[src/rtl/p8au_pkg.sv]
// ----------------------------------------------------------------------------
// p8au_pkg - shared types, constants and decode functions
// Posit8 (es=0) transaction formats, operation codes and the fixed-point
// decode used by the arithmetic pipeline.
// ----------------------------------------------------------------------------
`default_nettype none

package p8au_pkg;

  typedef enum logic [3:0] {
    OP_ADD   = 4'd0,
    OP_SUB   = 4'd1,
    OP_MUL   = 4'd2,
    OP_DIV   = 4'd3,
    OP_RECIP = 4'd4,
    OP_NEG   = 4'd5,
    OP_LT    = 4'd6,
    OP_LE    = 4'd7,
    OP_GT    = 4'd8,
    OP_GE    = 4'd9,
    OP_EQ    = 4'd10,
    OP_F2P   = 4'd11,
    OP_P2F   = 4'd12
  } op_t;

  localparam logic [7:0]  NAR_CODE  = 8'h80;
  localparam logic [7:0]  POS_MAX   = 8'h7F;
  localparam logic [31:0] FLOAT_NAR = 32'h7FC0_0000;

  localparam int UNIT_W    = 14;  // signed value in units of 2^-6
  localparam int UMAG_W    = 13;  // magnitude of a decoded posit
  localparam int MAG_W     = 36;  // rounder input magnitude
  localparam int EXP_W     = 10;  // rounder input exponent
  localparam int DIV_FRAC  = 23;  // quotient fraction bits
  localparam int DIV_STEPS = 4;   // quotient bits per divider stage
  localparam int DIV_STAGES = MAG_W / DIV_STEPS;

  typedef struct packed {
    logic [3:0]  mode;
    logic [7:0]  operand_a;
    logic [7:0]  operand_b;
    logic [31:0] float_in;
  } in_item_t;

  typedef struct packed {
    logic [7:0]  posit_out;
    logic [31:0] float_out;
    logic        cond;
  } out_item_t;

  // value to be rounded: (-1)^neg * mag * 2^expo, plus a nonzero tail if sticky
  typedef struct packed {
    logic                    neg;
    logic [MAG_W-1:0]        mag;
    logic signed [EXP_W-1:0] expo;
    logic                    sticky;
  } round_req_t;

  // result parts settled before rounding
  typedef struct packed {
    logic        use_round;
    logic [7:0]  posit_fix;
    logic [31:0] float_out;
    logic        cond;
  } side_t;

  function automatic logic signed [UNIT_W-1:0] p8_to_units(input logic [7:0] code);
    logic [7:0]  m;
    logic        b6;
    logic        run;
    int          n;
    int          rem;
    int          sc;
    int          e;
    int          frac;
    int          mag;
    m   = code[7] ? 8'(-code) : code;
    b6  = m[6];
    n   = 0;
    run = 1'b1;
    for (int i = 0; i < 7; i++) begin
      if (run && (m[6-i] == b6)) begin
        n = n + 1;
      end else begin
        run = 1'b0;
      end
    end
    rem  = (n < 6) ? 6 - n : 0;
    frac = int'(m) & ((1 << rem) - 1);
    sc   = b6 ? n - 1 : -n;
    e    = sc + 6 - rem;
    mag  = ((1 << rem) + frac) << e;
    if (code == 8'h00 || code == NAR_CODE) begin
      return '0;
    end
    return code[7] ? UNIT_W'(-mag) : UNIT_W'(mag);
  endfunction

  function automatic logic [31:0] p8_to_float(input logic [7:0] code);
    logic signed [UNIT_W-1:0] v;
    logic [UMAG_W-1:0]        mag;
    logic [31:0]              frac;
    int                       msb;
    v   = p8_to_units(code);
    mag = v[UNIT_W-1] ? UMAG_W'(-v) : UMAG_W'(v);
    msb = 0;
    for (int i = 0; i < UMAG_W; i++) begin
      if (mag[i]) begin
        msb = i;
      end
    end
    frac = (32'(mag) & ~(32'd1 << msb)) << (23 - msb);
    if (code == NAR_CODE) begin
      return FLOAT_NAR;
    end
    if (v == '0) begin
      return 32'd0;
    end
    return {v[UNIT_W-1], 8'(msb + 121), frac[22:0]};
  endfunction

endpackage

`default_nettype wire

[src/rtl/p8au_encode.sv]
// ----------------------------------------------------------------------------
// p8au_encode - three-stage posit8 rounder
// Normalises a magnitude/exponent pair, builds the regime and fraction and
// rounds to nearest even, with saturation and minpos handling.
// ----------------------------------------------------------------------------
`default_nettype none

module p8au_encode (
  input  wire                     clk,
  input  wire                     rst_n,
  input  wire                     en,
  input  wire                     in_vld,
  input  p8au_pkg::round_req_t    req,
  input  p8au_pkg::side_t         side,
  output logic                    out_vld,
  output p8au_pkg::out_item_t     out_item
);
  import p8au_pkg::*;

  typedef struct packed {
    logic                    neg;
    logic                    zero;
    logic [5:0]              lz;
    logic [MAG_W-1:0]        mag;
    logic signed [EXP_W-1:0] expo;
    logic                    sticky;
    side_t                   side;
  } e1_t;

  typedef struct packed {
    logic                    neg;
    logic                    zero;
    logic signed [EXP_W-1:0] sc;
    logic [23:0]             frac;
    logic                    sticky;
    side_t                   side;
  } e2_t;

  e1_t       e1_r, e1_nxt;
  e2_t       e2_r, e2_nxt;
  out_item_t out_r, out_nxt;
  logic      v1_r, v2_r, v3_r;

  // leading-zero count
  always_comb begin
    e1_nxt.neg    = req.neg;
    e1_nxt.zero   = (req.mag == '0);
    e1_nxt.mag    = req.mag;
    e1_nxt.expo   = req.expo;
    e1_nxt.sticky = req.sticky;
    e1_nxt.side   = side;
    e1_nxt.lz     = 6'd0;
    for (int i = 0; i < MAG_W; i++) begin
      if (req.mag[i]) begin
        e1_nxt.lz = 6'(MAG_W - 1 - i);
      end
    end
  end

  // normalise, scale and fraction window
  logic [MAG_W-1:0] norm;
  always_comb begin
    norm          = e1_r.mag << e1_r.lz;
    e2_nxt.neg    = e1_r.neg;
    e2_nxt.zero   = e1_r.zero;
    e2_nxt.sc     = e1_r.expo + EXP_W'(MAG_W - 1) - EXP_W'(e1_r.lz);
    e2_nxt.frac   = norm[MAG_W-2 -: 24];
    e2_nxt.sticky = e1_r.sticky | (|norm[MAG_W-26:0]);
    e2_nxt.side   = e1_r.side;
  end

  // regime, fraction, round to nearest even
  int          scv;
  int          q;
  logic [23:0] regime;
  logic [31:0] wide;
  logic [23:0] win;
  logic [7:0]  code;
  logic        st;
  always_comb begin
    scv    = int'(e2_r.sc);
    q      = 0;
    regime = '0;
    wide   = '0;
    win    = '0;
    st     = 1'b0;
    if (scv > 6) begin
      code = POS_MAX;
    end else if (scv < -7) begin
      code = ((|e2_r.frac) || e2_r.sticky) ? 8'd1 : 8'd0;
    end else begin
      if (scv >= 0) begin
        q      = 20 - scv;
        regime = 24'((32'd1 << (scv + 1)) - 32'd1) << (22 - scv);
      end else begin
        q      = 21 + scv;
        regime = 24'd1 << (22 + scv);
      end
      wide = {e2_r.frac, 8'h00} >> (23 - q);
      win  = regime | wide[31:8];
      code = win[23:16];
      st   = (|win[14:0]) | (|wide[7:0]) | e2_r.sticky;
      if (win[15] && (st || code[0])) begin
        code = code + 8'd1;
      end
      if (code[7]) begin
        code = POS_MAX;
      end
    end
    if (e2_r.zero) begin
      code = 8'd0;
    end else if (e2_r.neg) begin
      code = 8'(-code);
    end
    out_nxt.posit_out = e2_r.side.use_round ? code : e2_r.side.posit_fix;
    out_nxt.float_out = e2_r.side.float_out;
    out_nxt.cond      = e2_r.side.cond;
  end

  always_ff @(posedge clk) begin
    if (!rst_n) begin
      v1_r <= 1'b0;
      v2_r <= 1'b0;
      v3_r <= 1'b0;
    end else if (en) begin
      v1_r <= in_vld;
      v2_r <= v1_r;
      v3_r <= v2_r;
    end
  end

  always_ff @(posedge clk) begin
    if (en) begin
      e1_r  <= e1_nxt;
      e2_r  <= e2_nxt;
      out_r <= out_nxt;
    end
  end

  assign out_vld  = v3_r;
  assign out_item = out_r;

endmodule

`default_nettype wire

[src/rtl/posit8_arithmetic_unit.sv]
// ----------------------------------------------------------------------------
// posit8_arithmetic_unit - pipelined posit8 (es=0) arithmetic unit
// Add, subtract, multiply, divide, reciprocal, negate, compare and
// float32 conversion, one transaction per cycle unless stalled.
// ----------------------------------------------------------------------------
// Usage:
//   in_valid/in_ready carry one in_item_t transaction: mode, two posit8 codes
//   and a float32 word. out_valid/out_ready return one out_item_t per
//   transaction, in order.
//   The stages are decode, operate, nine divider stages (four quotient bits
//   each) and three rounding stages, the last being the output register.
//   Every mode takes the same path, so order is kept. Throughput is one
//   transaction per cycle unless stalled; the divider is fully unrolled
//   over its stages, so a divide costs no more issue slots than an add.
//   When the receiver stalls with a result waiting, the whole pipeline
//   holds and in_ready drops in the same cycle; nothing is lost or repeated.
//   Reset (rst_n low, synchronous) clears every stage valid bit; payload
//   registers are left as they are.
// ----------------------------------------------------------------------------
`default_nettype none

module posit8_arithmetic_unit (
  input  wire                   clk,
  input  wire                   rst_n,
  input  wire                   in_valid,
  output logic                  in_ready,
  input  p8au_pkg::in_item_t    in_data,
  output logic                  out_valid,
  input  wire                   out_ready,
  output p8au_pkg::out_item_t   out_data
);
  import p8au_pkg::*;

  // divider stage payload
  typedef struct packed {
    logic              isdiv;
    logic [UMAG_W-1:0] den;
    logic [UMAG_W-1:0] rem;
    round_req_t        req;
    side_t             side;
  } dstage_t;

  // decode stage payload
  typedef struct packed {
    logic [3:0]               mode;
    logic signed [UNIT_W-1:0] va;
    logic signed [UNIT_W-1:0] vb;
    logic [UMAG_W-1:0]        ma;
    logic [UMAG_W-1:0]        mb;
    logic                     anar;
    logic                     bnar;
    logic                     fnar;
    logic                     fneg;
    logic [23:0]              fmag;
    logic signed [EXP_W-1:0]  fexp;
    side_t                    side;
  } dec_t;

  logic stall;
  logic en;

  // hold everything while a finished result waits on the receiver
  assign stall    = out_valid && !out_ready;
  assign en       = !stall;
  assign in_ready = en;

  // ---------------------------------------------------------------- decode
  dec_t dec_r, dec_nxt;
  logic dec_v_r;

  logic signed [7:0] sa, sb;
  logic [7:0]        fex;
  logic              nar_any;

  always_comb begin
    sa      = signed'(in_data.operand_a);
    sb      = signed'(in_data.operand_b);
    fex     = in_data.float_in[30:23];
    nar_any = (in_data.operand_a == NAR_CODE) || (in_data.operand_b == NAR_CODE);

    dec_nxt.mode = in_data.mode;
    dec_nxt.va   = p8_to_units(in_data.operand_a);
    dec_nxt.vb   = p8_to_units(in_data.operand_b);
    dec_nxt.ma   = dec_nxt.va[UNIT_W-1] ? UMAG_W'(-dec_nxt.va) : UMAG_W'(dec_nxt.va);
    dec_nxt.mb   = dec_nxt.vb[UNIT_W-1] ? UMAG_W'(-dec_nxt.vb) : UMAG_W'(dec_nxt.vb);
    dec_nxt.anar = (in_data.operand_a == NAR_CODE);
    dec_nxt.bnar = (in_data.operand_b == NAR_CODE);

    // float32: subnormals keep their true value with the minimum exponent
    dec_nxt.fnar = (fex == 8'hFF);
    dec_nxt.fneg = in_data.float_in[31];
    dec_nxt.fmag = {(fex != 8'h00), in_data.float_in[22:0]};
    dec_nxt.fexp = (fex == 8'h00) ? -EXP_W'(149)
                                  : signed'(EXP_W'(fex)) - EXP_W'(150);

    dec_nxt.side = '0;
    case (in_data.mode)
      OP_NEG: dec_nxt.side.posit_fix = 8'(-in_data.operand_a);
      OP_LT:  dec_nxt.side.cond = !nar_any && (sa <  sb);
      OP_LE:  dec_nxt.side.cond = !nar_any && (sa <= sb);
      OP_GT:  dec_nxt.side.cond = !nar_any && (sa >  sb);
      OP_GE:  dec_nxt.side.cond = !nar_any && (sa >= sb);
      OP_EQ:  dec_nxt.side.cond = !nar_any && (sa == sb);
      OP_P2F: dec_nxt.side.float_out = p8_to_float(in_data.operand_a);
      default: ;
    endcase
  end

  // --------------------------------------------------------------- operate
  dstage_t                  ds_r [0:DIV_STAGES];
  logic [DIV_STAGES:0]      dv_r;
  dstage_t                  op_nxt;
  logic signed [UNIT_W:0]   sum;
  logic [2*UMAG_W-1:0]      prod;

  always_comb begin
    sum  = (dec_r.mode == OP_SUB)
           ? (UNIT_W+1)'(dec_r.va) - (UNIT_W+1)'(dec_r.vb)
           : (UNIT_W+1)'(dec_r.va) + (UNIT_W+1)'(dec_r.vb);
    prod = (2*UMAG_W)'(dec_r.ma) * (2*UMAG_W)'(dec_r.mb);

    op_nxt      = '0;
    op_nxt.side = dec_r.side;
    case (dec_r.mode)
      OP_ADD, OP_SUB: begin
        op_nxt.side.use_round = 1'b1;
        op_nxt.req.neg        = sum[UNIT_W];
        op_nxt.req.mag        = MAG_W'(sum[UNIT_W] ? -sum : sum);
        op_nxt.req.expo       = -EXP_W'(6);
      end
      OP_MUL: begin
        op_nxt.side.use_round = 1'b1;
        op_nxt.req.neg        = dec_r.va[UNIT_W-1] ^ dec_r.vb[UNIT_W-1];
        op_nxt.req.mag        = MAG_W'(prod);
        op_nxt.req.expo       = -EXP_W'(12);
      end
      OP_DIV: begin
        op_nxt.side.use_round = 1'b1;
        op_nxt.isdiv          = 1'b1;
        op_nxt.den            = dec_r.mb;
        op_nxt.req.neg        = dec_r.va[UNIT_W-1] ^ dec_r.vb[UNIT_W-1];
        op_nxt.req.mag        = MAG_W'(dec_r.ma) << DIV_FRAC;
        op_nxt.req.expo       = -EXP_W'(DIV_FRAC);
      end
      OP_RECIP: begin
        op_nxt.side.use_round = 1'b1;
        op_nxt.isdiv          = 1'b1;
        op_nxt.den            = dec_r.ma;
        op_nxt.req.neg        = dec_r.va[UNIT_W-1];
        op_nxt.req.mag        = MAG_W'(64) << DIV_FRAC;
        op_nxt.req.expo       = -EXP_W'(DIV_FRAC);
      end
      OP_F2P: begin
        op_nxt.side.use_round = 1'b1;
        op_nxt.req.neg        = dec_r.fneg;
        op_nxt.req.mag        = MAG_W'(dec_r.fmag);
        op_nxt.req.expo       = dec_r.fexp;
      end
      default: ;
    endcase

    // drop to NaR on NaR operands, division by zero and float specials
    if (((dec_r.mode == OP_ADD || dec_r.mode == OP_SUB || dec_r.mode == OP_MUL)
          && (dec_r.anar || dec_r.bnar)) ||
        ((dec_r.mode == OP_DIV) && (dec_r.anar || dec_r.bnar || dec_r.vb == '0)) ||
        ((dec_r.mode == OP_RECIP) && (dec_r.anar || dec_r.va == '0)) ||
        ((dec_r.mode == OP_F2P) && dec_r.fnar)) begin
      op_nxt.side.use_round = 1'b0;
      op_nxt.side.posit_fix = NAR_CODE;
      op_nxt.isdiv          = 1'b0;
    end
  end

  // --------------------------------------------------------------- divider
  // restoring division, quotient shifted into mag as the dividend leaves it
  for (genvar k = 0; k < DIV_STAGES; k++) begin : g_div
    dstage_t         nxt;
    logic [UMAG_W:0] trial;
    logic            qbit;

    always_comb begin
      nxt   = ds_r[k];
      trial = '0;
      qbit  = 1'b0;
      for (int j = 0; j < DIV_STEPS; j++) begin
        if (nxt.isdiv) begin
          trial = {nxt.rem, nxt.req.mag[MAG_W-1]};
          qbit  = (trial >= {1'b0, nxt.den});
          if (qbit) begin
            trial = trial - {1'b0, nxt.den};
          end
          nxt.rem     = trial[UMAG_W-1:0];
          nxt.req.mag = {nxt.req.mag[MAG_W-2:0], qbit};
        end
      end
    end

    always_ff @(posedge clk) begin
      if (en) begin
        ds_r[k+1] <= nxt;
      end
    end
  end

  always_ff @(posedge clk) begin
    if (!rst_n) begin
      dec_v_r <= 1'b0;
      dv_r    <= '0;
    end else if (en) begin
      dec_v_r <= in_valid;
      dv_r    <= {dv_r[DIV_STAGES-1:0], dec_v_r};
    end
  end

  always_ff @(posedge clk) begin
    if (en) begin
      dec_r   <= dec_nxt;
      ds_r[0] <= op_nxt;
    end
  end

  // ------------------------------------------------------------------ round
  round_req_t enc_req;
  always_comb begin
    enc_req        = ds_r[DIV_STAGES].req;
    enc_req.sticky = ds_r[DIV_STAGES].req.sticky |
                     (ds_r[DIV_STAGES].isdiv && (ds_r[DIV_STAGES].rem != '0));
  end

  p8au_encode u_encode (
    .clk      (clk),
    .rst_n    (rst_n),
    .en       (en),
    .in_vld   (dv_r[DIV_STAGES]),
    .req      (enc_req),
    .side     (ds_r[DIV_STAGES].side),
    .out_vld  (out_valid),
    .out_item (out_data)
  );

  // ------------------------------------------------------------- assertions
  a_stall_holds: assert property (@(posedge clk) disable iff (!rst_n)
    stall |=> $stable(dv_r) && $stable(dec_v_r))
    else $error("pipeline valid bits moved during a stall");

  a_cond_alone: assert property (@(posedge clk) disable iff (!rst_n)
    (out_valid && out_data.cond) |-> (out_data.posit_out == 8'h00 &&
                                      out_data.float_out == 32'd0))
    else $error("comparison result carries other fields");

  a_reset_empty: assert property (@(posedge clk)
    !rst_n |=> !out_valid && (dv_r == '0))
    else $error("pipeline not empty after reset");

endmodule

`default_nettype wire
[config.mk]
export PLATFORM = sky130hd
export DESIGN_NAME = posit8_arithmetic_unit
export DESIGN_NICKNAME = d
export VERILOG_FILES = /design/src/rtl/p8au_pkg.sv /design/src/rtl/p8au_encode.sv /design/src/rtl/posit8_arithmetic_unit.sv
export SDC_FILE = /design/constraint.sdc
export NUM_CORES = 2
export LEC_CHECK = 0
export BUFFER_PORTS_ARGS = -buffer_cell sky130_fd_sc_hd__clkbuf_2
export CORE_MARGIN = 5
export CORE_UTILIZATION = 55
export DETAILED_ROUTE_END_ITERATION = 6
export PLACE_DENSITY = 0.73
export SLEW_MARGIN = 5
export SYNTH_ARGS = -nofsm -noshare
export SYNTH_HDL_FRONTEND = slang
export SYNTH_HIERARCHICAL = 1
export SYNTH_SLANG_ARGS = --single-unit
[constraint.sdc]
create_clock -name clk -period 120.7 [get_ports clk]
set_input_delay 18.105 -clock clk [delete_from_list [all_inputs] [get_ports clk]]
set_output_delay 18.105 -clock clk [all_outputs]
set_load 0.05 [all_outputs]
==> impl_metrics.yaml <==
logic_synthesis:
  synth_area_leaders: "edfxtp_1 (44%), ha_1 (8.6%), a21oi_1 (4.4%)"
  ys_seq_area_share_pct: 44.66
  synth_cells: 9249
  ys_warn_count: 6
  synthFlopType: "edfxtp_1"
  synth_edf_count: 1452
  syn_area_um2: 98260
  netlist.area_leader.share_pct: 44.37
  avgSynthCellArea_um2: 10.62
  synth.distinct_cells: 143
  synth_largest_area_cell: "edfxtp_1"
  yosys_register_bits: 1466
  synthArstFlopShare_pct: 0
floorplan:
  die_area_um2: 187200
  die_h_um: 432.7
  rows: 155
  core_area_um2: 178000
  io-pin-count: 99
  die_w_um: 432.7
  start_util_pct: 55.19
pwr:
  netSwitchingFraction_pct: 40.81
  total_leakage_power_uw: 0.04453
  power_density_nw_per_um2: 21.11
  switchingPower_uw: 914.6
  ir_drop_v: 0.00002363
  pwr-share-comb_pct: 47.7
  pwr-share-clk_pct: 21.4
  intPower_uw: 1327
  power_frac_seq_pct: 30.9
cells_and_area:
  area_delta_synth_final_pct: 8.073
  final_common_cell: "edfxtp_1"
  seqCellArea_um2: 43880
  drive_above_1_share_pct: 9.818
  n_fill_cell: 14630
  fin_nets: 10140
  multiInputGateArea_um2: 50770
  fin_util_pct: 59.65
  final_cell_mix: "edfxtp_1 (1,452), a21oi_1 (871), ha_1 (674)"
clocking:
  clk_path_buf_depth: 3
  cts_made_buffers: 153
  clock_sinks: 1466
  clk_pin_slew_ps: 60
  hold_buffers: 0
  worstSkewPairLatency_ps: 800
  post_cts_buffers: 0
  cts_tree: "built"
  ctsResizeCount: 0
  clock-root-buffer: "clkbuf_16"
  htree_levels: 4
sta:
  maxSlewViolCount: 0
  period_share_pct: 31.44
  fin_skew_ps: 43.74
  tightest_slew_ps: 1242
  fmax_mhz: 26.35
  relSlewSlack_pct: 16.56
  hold_slack_ps: 411.7
  rsz0062_at_grt: "false"
  final_hold_viol_count: 0
  setup_viol: 0
  min_period_ps: 37950
  tns_ps: 0
  fin_ws_ps: 82750
grt:
  overflow: 0
  grt_max_degree: 180
  gr-usage-all-layers_pct: 25.00
  grt_pass1_vias: 68310
  antenna_found_initial: 8
  grt_pass1_wl_mm: 376.0
detailed_routing:
  dr.first_iter.drc_count: 5907
  ant_nets: 0
  avgRoutedWirePerCell_um: 20.32
  drc: 0
  num_vias: 70790
  wirelength_mm: 238.5
  avgViaCountPerCell: 6.031
  drt_first_pass_iters: 6
setup_path:
  critPathRequiredTime_ps: 102600
  cp-end-kind: "output pin"
  cp-start-kind: "primary input"
  cp.arrival_ps: 19840
  cp_num_buf_inv: 3
  crit_family: "buffers and inverters"
  slowest_stage: "nor2b_1"
  critical_path.most_common_cell: "clkbuf_2"
  cp_max_fo: 110
  crit_chain: "clkbuf_2 -> nor2b_1 -> inv_8 -> clkbuf_2"
  reg2regPathDepth: 61
  path_class: "primary input to output pin"
  critPathMaxStageDelay_ps: 730
  cp_num_cells: 4
status:
  status: "complete, no violations"
placement:
  gp_congestion: 0.9278
  dp_hpwl_mm: 178.2
  io_buffers: 98
  place_ws_ps: 82760
min_path:
  hold_class: "flip-flop to flip-flop"
  hold_depth: 0
run:
  drv_cap: 0
-- routing by layer --
metal,vias to the layer above,GRT usage [%],wire length [um]
li1,34150,-,-
met2,2035,41.73,113700
met4,0,9.137,9120
met5,-,0,0
met3,425,2.815,11390
met1,34180,33.92,104400
-- registers in the layout, indices dropped and copies added (netlist names) --
register           cells
ds_r                1104
dec_r                132
u_encode/e1_r         96
u_encode/e2_r         79
u_encode/out_item     41
dv_r                  10
dec_v_r                1
u_encode/out_vld       1
u_encode/v1_r          1
u_encode/v2_r          1
-- logic make-up (layout without fill, tap and decap cells) --
kind of cell | count (synthesis) | after routing | share of synthesized area, %
compound gates | 2578 | 2578 | 16.78
xor+xnor | 539 | 539 | 4.854
fa+ha+maj | 834 | 834 | 11.84
buf+inv | 961 | 1068 | 3.863
flops | 1466 | 1466 | 44.66
mux | 567 | 567 | 6.486
other cells | 2 | 29 | 0.007643
simple gates | 2302 | 2302 | 11.51
-- power groups by stage --
stage          registers [uW]  logic, uW  clock network [uW]
6_report                  692       1070                 481
3_3_place_gp              701       1030                   0
5_1_grt                   699       1180                 516
3_5_place_dp              702       1050                   0
4_1_cts                   693       1050                 493
2_1_floorplan             683        827                   0
-- worst paths after layout --
kind / endpoint / start / slack [ps]
hold reg to reg: ds_r[5][35]$_DFFE_PN_ / ds_r[4][35]$_DFFE_PN_ / 410
hold / removal: ds_r[5][35]$_DFFE_PN_ / ds_r[4][35]$_DFFE_PN_ / 410
setup reg to reg: ds_r[3][100]$_DFFE_PN_ / ds_r[2][88]$_DFFE_PN_ / 107200
setup / recovery: in_ready / out_ready / 82750
-- final cells by class --
cell class	instances	share of cell area (%)
tap	2355	2.775
multi-input combinational	6847	47.80
clock inverter	97	1.077
sequential	1466	41.32
inverter	596	2.115
antenna	2	0.004713
clock buffer	187	3.783
timing repair buffer	188	1.119
-- per-stage QoR --
step,power [uW],instances,area (um2)
finish,2241,11740,106200
global route,2392,11740,106200
CTS,2239,11740,106200
detailed placement,1748,11450,101000
global placement,1735,11450,101000
floorplan,1510,9274,98360
-- Yosys cell counts (all sizes together), types with 38 or more instances --
cell type / count
nand3: 83
xor2: 196
mux2i: 222
a21boi: 44
clkbuf: 265
and2: 230
nor2: 654
a211oi: 77
or3: 43
o31ai: 38
nand2: 591
nand4: 135
o21bai: 87
ha: 674
nor3: 176
inv: 593
nor4: 48
a21oi: 871
nand2b: 77
xnor2: 343
edfxtp: 1452
a21o: 384
o21a: 75
buf: 100
o211ai: 41
nor2b: 131
mux2: 322
fa: 160
a31oi: 92
o21ai: 528
Power figures use the tool's default switching activity.
